===== src/hdl/linear_adsr_envelope_macros.svh =====
// Assertion helpers shared by the envelope modules.
// Both expect clk_i and rst_ni in scope.
`ifndef LINEAR_ADSR_ENVELOPE_MACROS_SVH
`define LINEAR_ADSR_ENVELOPE_MACROS_SVH

// same-cycle implication
`define LAE_ASSERT_IMP(lbl, ante, cons, msg) \
  lbl: assert property (@(posedge clk_i) disable iff (!rst_ni) (ante) |-> (cons)) \
    else $error(msg);

// next-cycle implication
`define LAE_ASSERT_NXT(lbl, ante, cons, msg) \
  lbl: assert property (@(posedge clk_i) disable iff (!rst_ni) (ante) |=> (cons)) \
    else $error(msg);

`endif


===== src/hdl/lae_pkg.sv =====
`default_nettype none

package lae_pkg;

  localparam int SampleW  = 24;
  localparam int LevelW   = 24;
  localparam int FracBits = 23;
  localparam int ProdW    = SampleW + LevelW + 1;
  localparam int ShiftW   = ProdW - FracBits;

  localparam logic [LevelW-1:0] One         = LevelW'(1) << FracBits;
  localparam logic [LevelW-1:0] FinishLimit = LevelW'(8389);

  localparam logic [LevelW-1:0] AttackStepRst   = LevelW'(8388);
  localparam logic [LevelW-1:0] DecayStepRst    = LevelW'(8388);
  localparam logic [LevelW-1:0] SustainLevelRst = One;
  localparam logic [LevelW-1:0] ReleaseStepRst  = LevelW'(8388);

  // queue sizes, powers of two so pointers wrap on their own
  localparam int CmdQDepth = 4;
  localparam int CmdPtrW   = 2;
  localparam int ResQDepth = 4;
  localparam int ResPtrW   = 2;
  localparam int CntW      = 3;

  typedef enum logic [1:0] {
    OP_SAMPLE  = 2'd0,
    OP_ATTACK  = 2'd1,
    OP_RELEASE = 2'd2,
    OP_NONE    = 2'd3
  } op_e;

  typedef enum logic [2:0] {
    ST_IDLE    = 3'd0,
    ST_ATTACK  = 3'd1,
    ST_DECAY   = 3'd2,
    ST_SUSTAIN = 3'd3,
    ST_RELEASE = 3'd4
  } stage_e;

  typedef enum logic [1:0] {
    CFG_ATTACK  = 2'd0,
    CFG_DECAY   = 2'd1,
    CFG_SUSTAIN = 2'd2,
    CFG_RELEASE = 2'd3
  } cfg_idx_e;

  typedef enum logic [1:0] {
    CMD_SAMPLE  = 2'd0,
    CMD_ATTACK  = 2'd1,
    CMD_RELEASE = 2'd2
  } cmd_kind_e;

  typedef struct packed {
    logic [LevelW-1:0] attack_step;
    logic [LevelW-1:0] decay_step;
    logic [LevelW-1:0] sustain_level;
    logic [LevelW-1:0] release_step;
  } cfg_t;

  typedef struct packed {
    cmd_kind_e          kind;
    logic [SampleW-1:0] sample;
  } cmd_t;

  typedef struct packed {
    logic [SampleW-1:0] out_sample;
    logic [LevelW-1:0]  level;
    stage_e             stage;
    logic               active;
    logic               finished;
  } res_t;

endpackage

`default_nettype wire


===== src/hdl/lae_front.sv =====
`default_nettype none

module lae_front (
  input  wire                         clk_i,
  input  wire                         rst_ni,
  input  wire                         push_i,
  output logic                        full_o,
  input  wire  [1:0]                  operation_i,
  input  wire  [lae_pkg::SampleW-1:0] in_sample_i,
  output logic                        cmd_valid_o,
  output lae_pkg::cmd_t               cmd_o,
  input  wire                         cmd_pop_i
);

  `include "linear_adsr_envelope_macros.svh"

  lae_pkg::cmd_t                 mem_q [lae_pkg::CmdQDepth];
  logic [lae_pkg::CmdPtrW-1:0]   wr_ptr_q, rd_ptr_q;
  logic [lae_pkg::CntW-1:0]      cnt_q, cnt_d;
  logic                          accept, enq, deq;
  lae_pkg::cmd_t                 cmd_new;

  assign full_o      = (cnt_q == lae_pkg::CntW'(lae_pkg::CmdQDepth));
  assign cmd_valid_o = (cnt_q != '0);
  assign cmd_o       = mem_q[rd_ptr_q];
  assign accept      = push_i && !full_o;
  assign deq         = cmd_pop_i && cmd_valid_o;

  // classify; the unused opcode is dropped here
  always_comb begin
    cmd_new.sample = in_sample_i;
    cmd_new.kind   = lae_pkg::CMD_SAMPLE;
    enq            = accept;
    case (lae_pkg::op_e'(operation_i))
      lae_pkg::OP_SAMPLE:  cmd_new.kind = lae_pkg::CMD_SAMPLE;
      lae_pkg::OP_ATTACK:  cmd_new.kind = lae_pkg::CMD_ATTACK;
      lae_pkg::OP_RELEASE: cmd_new.kind = lae_pkg::CMD_RELEASE;
      default:             enq = 1'b0;
    endcase
  end

  always_comb begin
    case ({enq, deq})
      2'b10:   cnt_d = cnt_q + 1'b1;
      2'b01:   cnt_d = cnt_q - 1'b1;
      default: cnt_d = cnt_q;
    endcase
  end

  always_ff @(posedge clk_i or negedge rst_ni) begin
    if (!rst_ni) begin
      wr_ptr_q <= '0;
      rd_ptr_q <= '0;
      cnt_q    <= '0;
    end else begin
      if (enq) wr_ptr_q <= wr_ptr_q + 1'b1;
      if (deq) rd_ptr_q <= rd_ptr_q + 1'b1;
      cnt_q <= cnt_d;
    end
  end

  always_ff @(posedge clk_i) begin
    if (enq) mem_q[wr_ptr_q] <= cmd_new;
  end

  `LAE_ASSERT_NXT(a_drop_unused, accept && (operation_i == lae_pkg::OP_NONE) && !deq,
                  $stable(cnt_q), "unused opcode entered the command queue")

endmodule

`default_nettype wire


===== src/hdl/lae_back.sv =====
`default_nettype none

module lae_back (
  input  wire                       clk_i,
  input  wire                       rst_ni,
  input  lae_pkg::cfg_t             cfg_i,
  input  wire                       cmd_valid_i,
  input  lae_pkg::cmd_t             cmd_i,
  output logic                      cmd_pop_o,
  input  wire  [lae_pkg::CntW-1:0]  res_cnt_i,
  output logic                      res_push_o,
  output lae_pkg::res_t             res_o
);

  `include "linear_adsr_envelope_macros.svh"

  localparam int AccW = lae_pkg::LevelW + 2;

  lae_pkg::stage_e                    stage_q, stage_d;
  logic [lae_pkg::LevelW-1:0]         level_q, level_d;
  logic [lae_pkg::LevelW-1:0]         sus;
  logic [AccW-1:0]                    att_sum, dec_dif, rel_dif;
  logic [lae_pkg::CntW-1:0]           busy;
  logic                               issue, is_sample;

  logic                               s1_valid_q;
  logic signed [lae_pkg::SampleW-1:0] s1_sample_q;
  logic [lae_pkg::LevelW-1:0]         s1_level_q;
  lae_pkg::stage_e                    s1_stage_q;
  logic signed [lae_pkg::LevelW:0]    s1_level_ext;

  logic                               s2_valid_q;
  logic signed [lae_pkg::ProdW-1:0]   s2_prod_q;
  logic [lae_pkg::LevelW-1:0]         s2_level_q;
  lae_pkg::stage_e                    s2_stage_q;
  logic signed [lae_pkg::ShiftW-1:0]  shifted;
  logic [lae_pkg::SampleW-1:0]        sat;

  // result-queue credit: words already in flight count against free slots
  assign busy = res_cnt_i + lae_pkg::CntW'(s1_valid_q) + lae_pkg::CntW'(s2_valid_q);
  assign issue     = cmd_valid_i && (busy < lae_pkg::CntW'(lae_pkg::ResQDepth));
  assign cmd_pop_o = issue;
  assign is_sample = (cmd_i.kind == lae_pkg::CMD_SAMPLE);

  assign sus     = (cfg_i.sustain_level > lae_pkg::One) ? lae_pkg::One : cfg_i.sustain_level;
  assign att_sum = {2'b00, level_q} + {2'b00, cfg_i.attack_step};
  assign dec_dif = {2'b00, level_q} - {2'b00, cfg_i.decay_step};
  assign rel_dif = {2'b00, level_q} - {2'b00, cfg_i.release_step};

  always_comb begin
    stage_d = stage_q;
    level_d = level_q;
    if (issue) begin
      case (cmd_i.kind)
        lae_pkg::CMD_ATTACK:  stage_d = lae_pkg::ST_ATTACK;
        lae_pkg::CMD_RELEASE: stage_d = lae_pkg::ST_RELEASE;
        lae_pkg::CMD_SAMPLE: begin
          case (stage_q)
            lae_pkg::ST_ATTACK: begin
              if (att_sum >= {2'b00, lae_pkg::One}) begin
                level_d = lae_pkg::One;
                stage_d = lae_pkg::ST_DECAY;
              end else begin
                level_d = att_sum[lae_pkg::LevelW-1:0];
              end
            end
            lae_pkg::ST_DECAY: begin
              if ($signed(dec_dif) <= $signed({2'b00, sus})) begin
                level_d = sus;
                stage_d = lae_pkg::ST_SUSTAIN;
              end else begin
                level_d = dec_dif[lae_pkg::LevelW-1:0];
              end
            end
            lae_pkg::ST_SUSTAIN: level_d = sus;
            lae_pkg::ST_RELEASE: begin
              if (rel_dif[AccW-1] || (rel_dif == '0)) begin
                level_d = '0;
                stage_d = lae_pkg::ST_IDLE;
              end else begin
                level_d = rel_dif[lae_pkg::LevelW-1:0];
              end
            end
            default: begin
              level_d = '0;
              stage_d = lae_pkg::ST_IDLE;
            end
          endcase
        end
        default: ;
      endcase
    end
  end

  always_ff @(posedge clk_i or negedge rst_ni) begin
    if (!rst_ni) begin
      stage_q    <= lae_pkg::ST_IDLE;
      level_q    <= '0;
      s1_valid_q <= 1'b0;
      s2_valid_q <= 1'b0;
    end else begin
      stage_q    <= stage_d;
      level_q    <= level_d;
      s1_valid_q <= issue && is_sample;
      s2_valid_q <= s1_valid_q;
    end
  end

  assign s1_level_ext = $signed({1'b0, s1_level_q});

  always_ff @(posedge clk_i) begin
    if (issue && is_sample) begin
      s1_sample_q <= $signed(cmd_i.sample);
      s1_level_q  <= level_d;
      s1_stage_q  <= stage_d;
    end
    if (s1_valid_q) begin
      s2_prod_q  <= s1_sample_q * s1_level_ext;
      s2_level_q <= s1_level_q;
      s2_stage_q <= s1_stage_q;
    end
  end

  // arithmetic shift is floor; clip when the top bits disagree
  assign shifted = s2_prod_q[lae_pkg::ProdW-1:lae_pkg::FracBits];

  always_comb begin
    if ((&shifted[lae_pkg::ShiftW-1:lae_pkg::SampleW-1]) ||
        !(|shifted[lae_pkg::ShiftW-1:lae_pkg::SampleW-1])) begin
      sat = shifted[lae_pkg::SampleW-1:0];
    end else if (shifted[lae_pkg::ShiftW-1]) begin
      sat = {1'b1, {(lae_pkg::SampleW-1){1'b0}}};
    end else begin
      sat = {1'b0, {(lae_pkg::SampleW-1){1'b1}}};
    end
  end

  assign res_push_o       = s2_valid_q;
  assign res_o.out_sample = sat;
  assign res_o.level      = s2_level_q;
  assign res_o.stage      = s2_stage_q;
  assign res_o.active     = (s2_stage_q != lae_pkg::ST_IDLE);
  assign res_o.finished   = (s2_stage_q == lae_pkg::ST_IDLE) &&
                            (s2_level_q < lae_pkg::FinishLimit);

  `LAE_ASSERT_IMP(a_level_max, 1'b1, level_q <= lae_pkg::One, "level above one")
  `LAE_ASSERT_NXT(a_note_on, issue && (cmd_i.kind == lae_pkg::CMD_ATTACK),
                  stage_q == lae_pkg::ST_ATTACK, "note-on did not enter attack")

endmodule

`default_nettype wire


===== src/hdl/lae_resq.sv =====
`default_nettype none

module lae_resq (
  input  wire                       clk_i,
  input  wire                       rst_ni,
  input  wire                       push_i,
  input  lae_pkg::res_t             res_i,
  output logic [lae_pkg::CntW-1:0]  cnt_o,
  output logic                      empty_o,
  output lae_pkg::res_t             res_o,
  input  wire                       pop_i
);

  `include "linear_adsr_envelope_macros.svh"

  lae_pkg::res_t                 mem_q [lae_pkg::ResQDepth];
  logic [lae_pkg::ResPtrW-1:0]   wr_ptr_q, rd_ptr_q;
  logic [lae_pkg::CntW-1:0]      cnt_q, cnt_d;
  logic                          deq;

  assign empty_o = (cnt_q == '0);
  assign cnt_o   = cnt_q;
  assign res_o   = mem_q[rd_ptr_q];
  assign deq     = pop_i && !empty_o;

  always_comb begin
    case ({push_i, deq})
      2'b10:   cnt_d = cnt_q + 1'b1;
      2'b01:   cnt_d = cnt_q - 1'b1;
      default: cnt_d = cnt_q;
    endcase
  end

  always_ff @(posedge clk_i or negedge rst_ni) begin
    if (!rst_ni) begin
      wr_ptr_q <= '0;
      rd_ptr_q <= '0;
      cnt_q    <= '0;
    end else begin
      if (push_i) wr_ptr_q <= wr_ptr_q + 1'b1;
      if (deq)    rd_ptr_q <= rd_ptr_q + 1'b1;
      cnt_q <= cnt_d;
    end
  end

  always_ff @(posedge clk_i) begin
    if (push_i) mem_q[wr_ptr_q] <= res_i;
  end

  `LAE_ASSERT_IMP(a_no_overflow, push_i,
                  (cnt_q < lae_pkg::CntW'(lae_pkg::ResQDepth)) || deq,
                  "result word pushed into a full queue")

endmodule

`default_nettype wire


===== src/hdl/linear_adsr_envelope.sv =====
// Linear ADSR envelope. Accepts one word per cycle unless full; one result word
// per sample. Path of a sample: command queue, level update, multiply, result
// queue; words leave the command queue only while the result queue has credit.
// Throughput: one word per cycle unless stalled, set by the level update loop.
// Reset (rst_ni low, async): stage idle, level 0, registers to defaults,
// both queues empty. No clearing pass.
`default_nettype none

module linear_adsr_envelope (
  input  wire                          clk_i,
  input  wire                          rst_ni,
  input  wire                          push,
  output logic                         full,
  input  wire  [1:0]                   operation_i,
  input  wire  [lae_pkg::SampleW-1:0]  in_sample_i,
  output logic                         empty,
  input  wire                          pop,
  output logic [lae_pkg::SampleW-1:0]  out_sample_o,
  output logic [lae_pkg::LevelW-1:0]   level_o,
  output logic [2:0]                   stage_now_o,
  output logic                         active_o,
  output logic                         finished_o,
  input  wire                          cfg_valid_i,
  output logic                         cfg_ready_o,
  input  wire  [1:0]                   cfg_index_i,
  input  wire  [lae_pkg::LevelW-1:0]   cfg_data_i
);

  lae_pkg::cfg_t             cfg_q;
  logic                      cmd_valid, cmd_pop, res_push;
  lae_pkg::cmd_t             cmd;
  lae_pkg::res_t             res_new, res_head;
  logic [lae_pkg::CntW-1:0]  res_cnt;

  assign cfg_ready_o = 1'b1;

  always_ff @(posedge clk_i or negedge rst_ni) begin
    if (!rst_ni) begin
      cfg_q.attack_step   <= lae_pkg::AttackStepRst;
      cfg_q.decay_step    <= lae_pkg::DecayStepRst;
      cfg_q.sustain_level <= lae_pkg::SustainLevelRst;
      cfg_q.release_step  <= lae_pkg::ReleaseStepRst;
    end else if (cfg_valid_i && cfg_ready_o) begin
      case (lae_pkg::cfg_idx_e'(cfg_index_i))
        lae_pkg::CFG_ATTACK:  cfg_q.attack_step   <= cfg_data_i;
        lae_pkg::CFG_DECAY:   cfg_q.decay_step    <= cfg_data_i;
        lae_pkg::CFG_SUSTAIN: cfg_q.sustain_level <= cfg_data_i;
        lae_pkg::CFG_RELEASE: cfg_q.release_step  <= cfg_data_i;
        default: ;
      endcase
    end
  end

  lae_front u_front (
    .clk_i       (clk_i),
    .rst_ni      (rst_ni),
    .push_i      (push),
    .full_o      (full),
    .operation_i (operation_i),
    .in_sample_i (in_sample_i),
    .cmd_valid_o (cmd_valid),
    .cmd_o       (cmd),
    .cmd_pop_i   (cmd_pop)
  );

  lae_back u_back (
    .clk_i       (clk_i),
    .rst_ni      (rst_ni),
    .cfg_i       (cfg_q),
    .cmd_valid_i (cmd_valid),
    .cmd_i       (cmd),
    .cmd_pop_o   (cmd_pop),
    .res_cnt_i   (res_cnt),
    .res_push_o  (res_push),
    .res_o       (res_new)
  );

  lae_resq u_resq (
    .clk_i   (clk_i),
    .rst_ni  (rst_ni),
    .push_i  (res_push),
    .res_i   (res_new),
    .cnt_o   (res_cnt),
    .empty_o (empty),
    .res_o   (res_head),
    .pop_i   (pop)
  );

  assign out_sample_o = res_head.out_sample;
  assign level_o      = res_head.level;
  assign stage_now_o  = 3'(res_head.stage);
  assign active_o     = res_head.active;
  assign finished_o   = res_head.finished;

endmodule

`default_nettype wire

===== config.mk =====
export PLATFORM = sky130hd
export DESIGN_NAME = linear_adsr_envelope
export DESIGN_NICKNAME = d
export VERILOG_FILES = /design/src/hdl/lae_pkg.sv /design/src/hdl/lae_front.sv /design/src/hdl/lae_back.sv /design/src/hdl/lae_resq.sv /design/src/hdl/linear_adsr_envelope.sv
export VERILOG_INCLUDE_DIRS = /design/src /design/src/hdl
export SDC_FILE = /design/constraint.sdc
export NUM_CORES = 2
export LEC_CHECK = 0
export BUFFER_PORTS_ARGS = -buffer_cell sky130_fd_sc_hd__clkbuf_2
export CORE_ASPECT_RATIO = 1.2
export CORE_MARGIN = 4
export CORE_UTILIZATION = 45
export DETAILED_ROUTE_END_ITERATION = 12
export GPL_TIMING_DRIVEN = 0
export PLACE_DENSITY = 0.72
export SYNTH_ARGS = -nofsm -noshare
export SYNTH_HDL_FRONTEND = slang
export SYNTH_SLANG_ARGS = --single-unit

===== constraint.sdc =====
create_clock -name clk_i -period 6.84 [get_ports clk_i]
set_clock_uncertainty 0.05 [all_clocks]
set_input_delay 2.052 -clock clk_i [delete_from_list [all_inputs] [get_ports clk_i]]
set_output_delay 2.052 -clock clk_i [all_outputs]
set_load 0.05 [all_outputs]

Word level (Yosys, flattened, before mapping):

Memories as Yosys holds them, arrays and structs flattened.
Index checks and enable logic that the tools add are counted.
Widths: inputs -> output; s select.

* output and inout bits: 56
* memories: 2
* memory bits (read-only): 0
* RAM bits: 316
* register bits: 266
* word-level logic and storage cells: 108
* latch bits: 0
* input port bits: 57

Memories
* u_resq.mem_q: depth 4, bits a word 53, rd ports 1, clocked after memory_dff 0, write ports 1, line lae_resq.sv:16 `lae_pkg::res_t mem_q [lae_pkg::ResQDepth];`
* u_front.mem_q: depth 4, bits a word 26, rd ports 1, clocked after memory_dff 0, write ports 1, line lae_front.sv:17 `lae_pkg::cmd_t mem_q [lae_pkg::CmdQDepth];`

* multipliers: 1
* order comparisons: 5
* div/mod/pow operators: 0
* muxes and demuxes: 23
* $add $sub $neg: 13
* shift operators: 0
* reduce and logical (&&, ||, !) cells: 28
* bitwise logic cells: 0
* eq/ne operators: 16

Operator list (number)
* $mux 24: 8
* $pmux 24 s4: 1
* $sub 24x24->25: 2
* $mul 24x25->49: 1
* $ge 26x24->1 const B: 1
* $le 26x25->1: 1
* $logic_not 26->1: 1
* $add 24x24->25: 1
* $gt 24x24->1 const B: 1
* $lt 24x14->1 const B: 1
* $eq 2x2->1 const B: 6
* $mux 3: 4
* $pmux 3 s2: 2
* $pmux 3 s4: 1
* $eq 2x1->1 const B: 5
* $pmux 3 s3: 1
* $add 2x1->2 const B: 4
* $reduce_and 2->1: 4
* $add 3x1->3: 2
* $add 3x1->3 const B: 2
* $eq 3x2->1 const B: 2
* $eq 3x3->1 const B: 2
* $logic_and 1x1->1: 6
* $logic_not 2->1: 3
* 12 further kinds: 24

Longest topological paths before layout:

* depth in word-level cells: 7
* depth in mapped cells: 27
* depth with buffers taken out: 26

By module:

Synthesis repeated with hierarchy kept, for this count alone.

* cells, all modules: 3819
* area, all modules: 44332.5 um^2

By module, submodules not included
* lae_back: sequential area each 3848.7 um^2, instances 1, cells an instance 3123, area each 28332.2 um^2
* lae_resq: sequential area each 6541.3 um^2, instances 1, cells an instance 314, area each 8116.5 um^2
* lae_front: sequential area each 3298.2 um^2, instances 1, cells an instance 176, area each 4259.1 um^2
* linear_adsr_envelope: sequential area each 2418.6 um^2, instances 1, cells an instance 206, area each 3624.7 um^2

Worst setup path before layout:

No wires, ideal clock.

* path type: reg2reg
* from: reg u_back.s1_level_q[16] in the netlist's numbering
* to: reg u_back.s2_prod_q[44] in the netlist's numbering (data pin)
* arrival time: 6511 ps
* buffers on the path: 1
* library setup time: 259 ps
* period minus slack after synthesis: 6819 ps
* data required time: 6531 ps
* cell stages (with the launch flop): 27
* path slack: 21 ps
* path through: edfxtp_1 -> clkbuf_1 -> and2_1 -> fa_1 -> inv_1 -> fa_1 -> fa_1 -> inv_1 -> fa_1 -> inv_1 -> fa_1 -> inv_1 -> fa_1 -> inv_1 -> fa_1 -> inv_1 -> ha_1 -> a21oi_1 -> o21ai_0 -> a221oi_1 -> nand3_1 -> o21ai_1 -> o21ai_0 -> a31oi_1 -> o21bai_1 -> a21o_1 -> xor2_1

* cells in the longest elaborated chain, start to end: 1

RTL lines
* from (decl): line lae_back.sv:28 `logic [lae_pkg::LevelW-1:0] s1_level_q;`
* from (signal assigned): line lae_back.sv:114 `s1_level_q <= level_d;`
* $mul 24x25->49: line lae_back.sv:118 `s2_prod_q <= s1_sample_q * s1_level_ext;`
* to (signal assigned): line lae_back.sv:118
* to (decl): line lae_back.sv:33 `logic signed [lae_pkg::ProdW-1:0] s2_prod_q;`

No other way between the ends.
A chain may end at the register's enable or synchronous reset.

Worst setup path in the final report:

* from: reg u_back.s1_level_q[15] in the netlist's numbering
* to: reg u_back.s2_prod_q[47] in the netlist's numbering (data pin)

The elaborated chain is that of the path after synthesis.

==> metrics.md <==
| Metric | Value |
|---|---|
| Setup_tns | `-5.170 ns` |
| Slew @ Worst Pin | `approximately 1.3 ns` |
| Routed WL | `122.1 mm` |
| First-pass GRT wire length | `184.9 mm` |
| Antenna violations before repair | `14` |
| Max Slew Vio Count | `0` |
| CTS Root Cell | `clkbuf_16` |
| Rel. slew slack | `11.06%` |
| Post-DRT Antenna Nets | `0` |
| Worst-Skew Late Latency | `~0.65 ns` |
| Layout cells sized above 1 | `a little under a fifth` |
| Post-layout min period | `7.336 ns` |
| Reg-to-Reg End | `u_back.s2_prod_q[47]` |
| Leading cell type in the layout, fill and taps excluded | `inv_1` |
| NumNets Final | `4,870` |
| Top post-synthesis cells by area | `edfxtp_1 (29%), fa_1 (22%), ha_1 (8.7%), dfrtp_1 (7.2%), inv_1 (5.2%)` |
| Site Rows | `125` |
| Max cap viols | `0` |
| Final WS setup | `-0.4964 ns` |
| Yosys Warn Count | `0` |
| HPWL Detailed | `90.89 mm` |
| Largest net degree at the start of global routing | `81` |
| Final worst-path cycle share | `107.3%` |
| Die area | `102,400 µm²` |
| WP data arrival | `7.75 ns` |
| IO Count | `113` |
| Leading area contributor after synthesis | `edfxtp_1` |
| Synth top area share | `28.80%` |
| Final setup violating endpoints | `19` |
| Via Count | `29,750` |
| R2R Setup Slk | `-0.50 ns` |
| Async S/R FF share, synth | `24.87%` |
| H-tree depth | `2` |
| Vias in the first global route | `31,310` |
| HP Start | `u_back.s1_stage_q[0]` |
| Overflow after GRT | `0` |
| CTS buffer count | `54` |
| Mapped Avg Cell Area | `11.74 µm²` |
| Initial drt markers | `2,672` |
| CTS Sinks | `559` |
| Core area | `96,660 µm²` |
| Die Ht | `349.7 µm` |
| Startpoint types | `flop` |
| Clock transition at path regs | `approximately 0.060 ns` |
| R2R Path Start | `u_back.s1_level_q[15]` |
| Status | `complete, but fails checks` |
| Highest net fanout along the worst path | `4` |
| Primary FF master, synth | `edfxtp_1` |
| Synthesis-stage register bit count | `559` |
| Max Fclk | `136.3 MHz` |
| Failing checks | `setup timing` |
| TritonRoute pass-1 iters | `6` |
| Hold Crit Depth | `0` |
| CTS tree | `done` |
| Number of synthesized flops with an enable pin | `420` |
| Syn Nets | `4,577` |
| Worst hold path type | `flop to flop` |
| Tot GR Track Use | `23.81%` |
| Mapped Cells | `around 3,700` |
| Netlist cell types | `95` |
| Commonest non-fill, non-tap cells in the layout | `inv_1 (599), fa_1 (469), edfxtp_1 (420), nand2_1 (359), ha_1 (293)` |
| Worst-case reg-to-reg path depth | `26` |
| Routability congestion estimate from global placement | `1.025` |
| Post-DR vias/cell | `5.572` |
| Fin. Hold Viols | `0` |
| Crit. End Element | `flop` |
| Initial Util | `45.31%` |
| Port buffer count | `111` |
| Wire per inst | `~23 µm` |
| DRC errors left | `0` |
| Area Growth Syn to Fin | `14.04%` |
| Critical Path RT | `just over 7 ns` |
| RSZ-0062 raised after global routing | `yes` |
| Die Width | `292.8 µm` |
| Post-Synthesis Cell Area | `43,790 µm²` |
| Seq/Total Area, Yosys | `36.78%` |
| Setup CP Type | `flop to flop` |
| Hold Path Sink | `u_back.s2_stage_q[0]` |
| Clk buf depth | `3` |
-- critical path, cell delays in order, from the launching register on --
cell and delay (ns):
edfxtp_1 0.56, buf_8 0.22, buf_12 0.12, and2_4 0.13, fa_1 0.52, inv_1 0.06, fa_1 0.48, inv_1 0.06
fa_1 0.51, inv_1 0.05, fa_1 0.45, fa_1 0.52, fa_1 0.43, fa_1 0.51, inv_2 0.06, ha_4 0.27
a22o_1 0.18, nor4_4 0.06, a221o_1 0.40, a31oi_2 0.21, o21ai_4 0.09, buf_12 0.14, o211ai_1 0.31, a31oi_2 0.17
o21ai_2 0.23, a21boi_1 0.12, xnor2_1 0.25
-- metal layers --
metal / vias to the layer above / routed length (µm) / track usage (%)
li1: 12990 / - / -
met1: 15050 / 44290 / 28.50
met2: 1288 / 59250 / 39.81
met3: 413 / 9577 / 4.532
met4: 14 / 8867 / 14.82
met5: - / 91 / 0
-- cell usage after synthesis (8+ instances only) --
cell type and count:
inv_1 612, fa_1 486, edfxtp_1 420, nand2_1 360, ha_1 305, and2_1 294
clkbuf_1 130, dfrtp_1 126, nor2_1 116, mux2_2 96, a21oi_1 90, mux4_2 79
a21o_1 61, xnor2_1 57, o21ai_0 47, xor2_1 37, nor2b_1 27, nor3_1 25
nand3_1 24, nand4_1 19, nand2b_1 18, a31oi_1 16, o21ai_1 16, o21bai_1 16
o21a_1 14, a22oi_1 13, dfstp_2 13, a221oi_1 12, a211oi_1 11, and3_1 10
o211ai_1 10, buf_1 9, nor4_1 9, or3_1 9, a221o_1 8
-- logic make-up (layout without fill, tap and decap cells) --
logic type	count (synthesis)	count (layout)	share of synthesized area, %
fa+ha+maj	791	791	30.93
flops	559	559	36.78
mux	177	177	6.577
compound gates	396	396	6.366
buf+inv	767	1099	6.669
xor+xnor	94	94	1.880
simple gates	944	944	10.79
other cells	1	10	0.008563
-- flip-flops by register name, summed over array words and instances, names as in the netlist, 3 cells and up --
register and count:
cfg_q 96, u_back.level_q 24, u_back.s1_level_q 24, u_back.s1_sample_q 24, u_back.s1_stage_q 3, u_back.s2_level_q 24, u_back.s2_prod_q 26, u_back.s2_stage_q 3
u_back.stage_q 3, u_front.cnt_q 3, u_front.mem_q 104, u_resq.cnt_o 3, u_resq.mem_q 212
-- through the flow --
step,hold WS [ns],setup WS [ns],cell area [µm²],std cells,utilization (%)
4_1_cts,0.3812,-0.3950,49360,5300,51.07
5_1_grt,0.3856,-0.5742,49920,5333,51.65
2_1_floorplan,0.3503,0.02089,43790,3729,-
3_5_place_dp,0.3647,-2.377,46000,5112,47.59
6_report,0.3814,-0.4964,49940,5340,51.67
3_3_place_gp,0.3624,-2.344,45940,5110,47.52
-- cell type report --
class | count | area [µm²]
flip-flops and latches | 559 | 16110
repair buffers | 239 | 1803
plain buffers | 151 | 1069
fillers | 8270 | 46720
well taps | 1270 | 1589
multi-input cells | 2403 | 25230
diodes | 9 | 22.52
clock inverters | 36 | 422.9
inverters | 614 | 2305
clock buffers | 59 | 1390
-- timing repair --
item / CTS / global route
gates cloned: 0 / 0
buffers inserted: 95 / 32
hold buffers: 0 / 0
setup endpoints to repair: 26 / 26
pin swaps: 36 / 51
gates resized for setup: 221 / 131
-- how the worst max path moves through the flow --
stage / startpoint / to / slack [ns] / depth (start not counted)
floorplan: u_back.s1_level_q[16] / u_back.s2_prod_q[44] / 0.02 / 26
global placement: u_back.s1_level_q[14] / u_back.s2_prod_q[47] / -2.34 / 22
detailed placement: u_back.s1_level_q[13] / u_back.s2_prod_q[44] / -2.38 / 25
CTS: u_back.s1_level_q[15] / u_back.s2_prod_q[47] / -0.40 / 28
global route: u_back.s1_sample_q[9] / u_back.s2_prod_q[47] / -0.57 / 26
finish: u_back.s1_level_q[15] / u_back.s2_prod_q[47] / -0.50 / 26
Power is not shown: default switching activity piles up to over one toggle a cycle in this logic, so the estimate is an artifact.
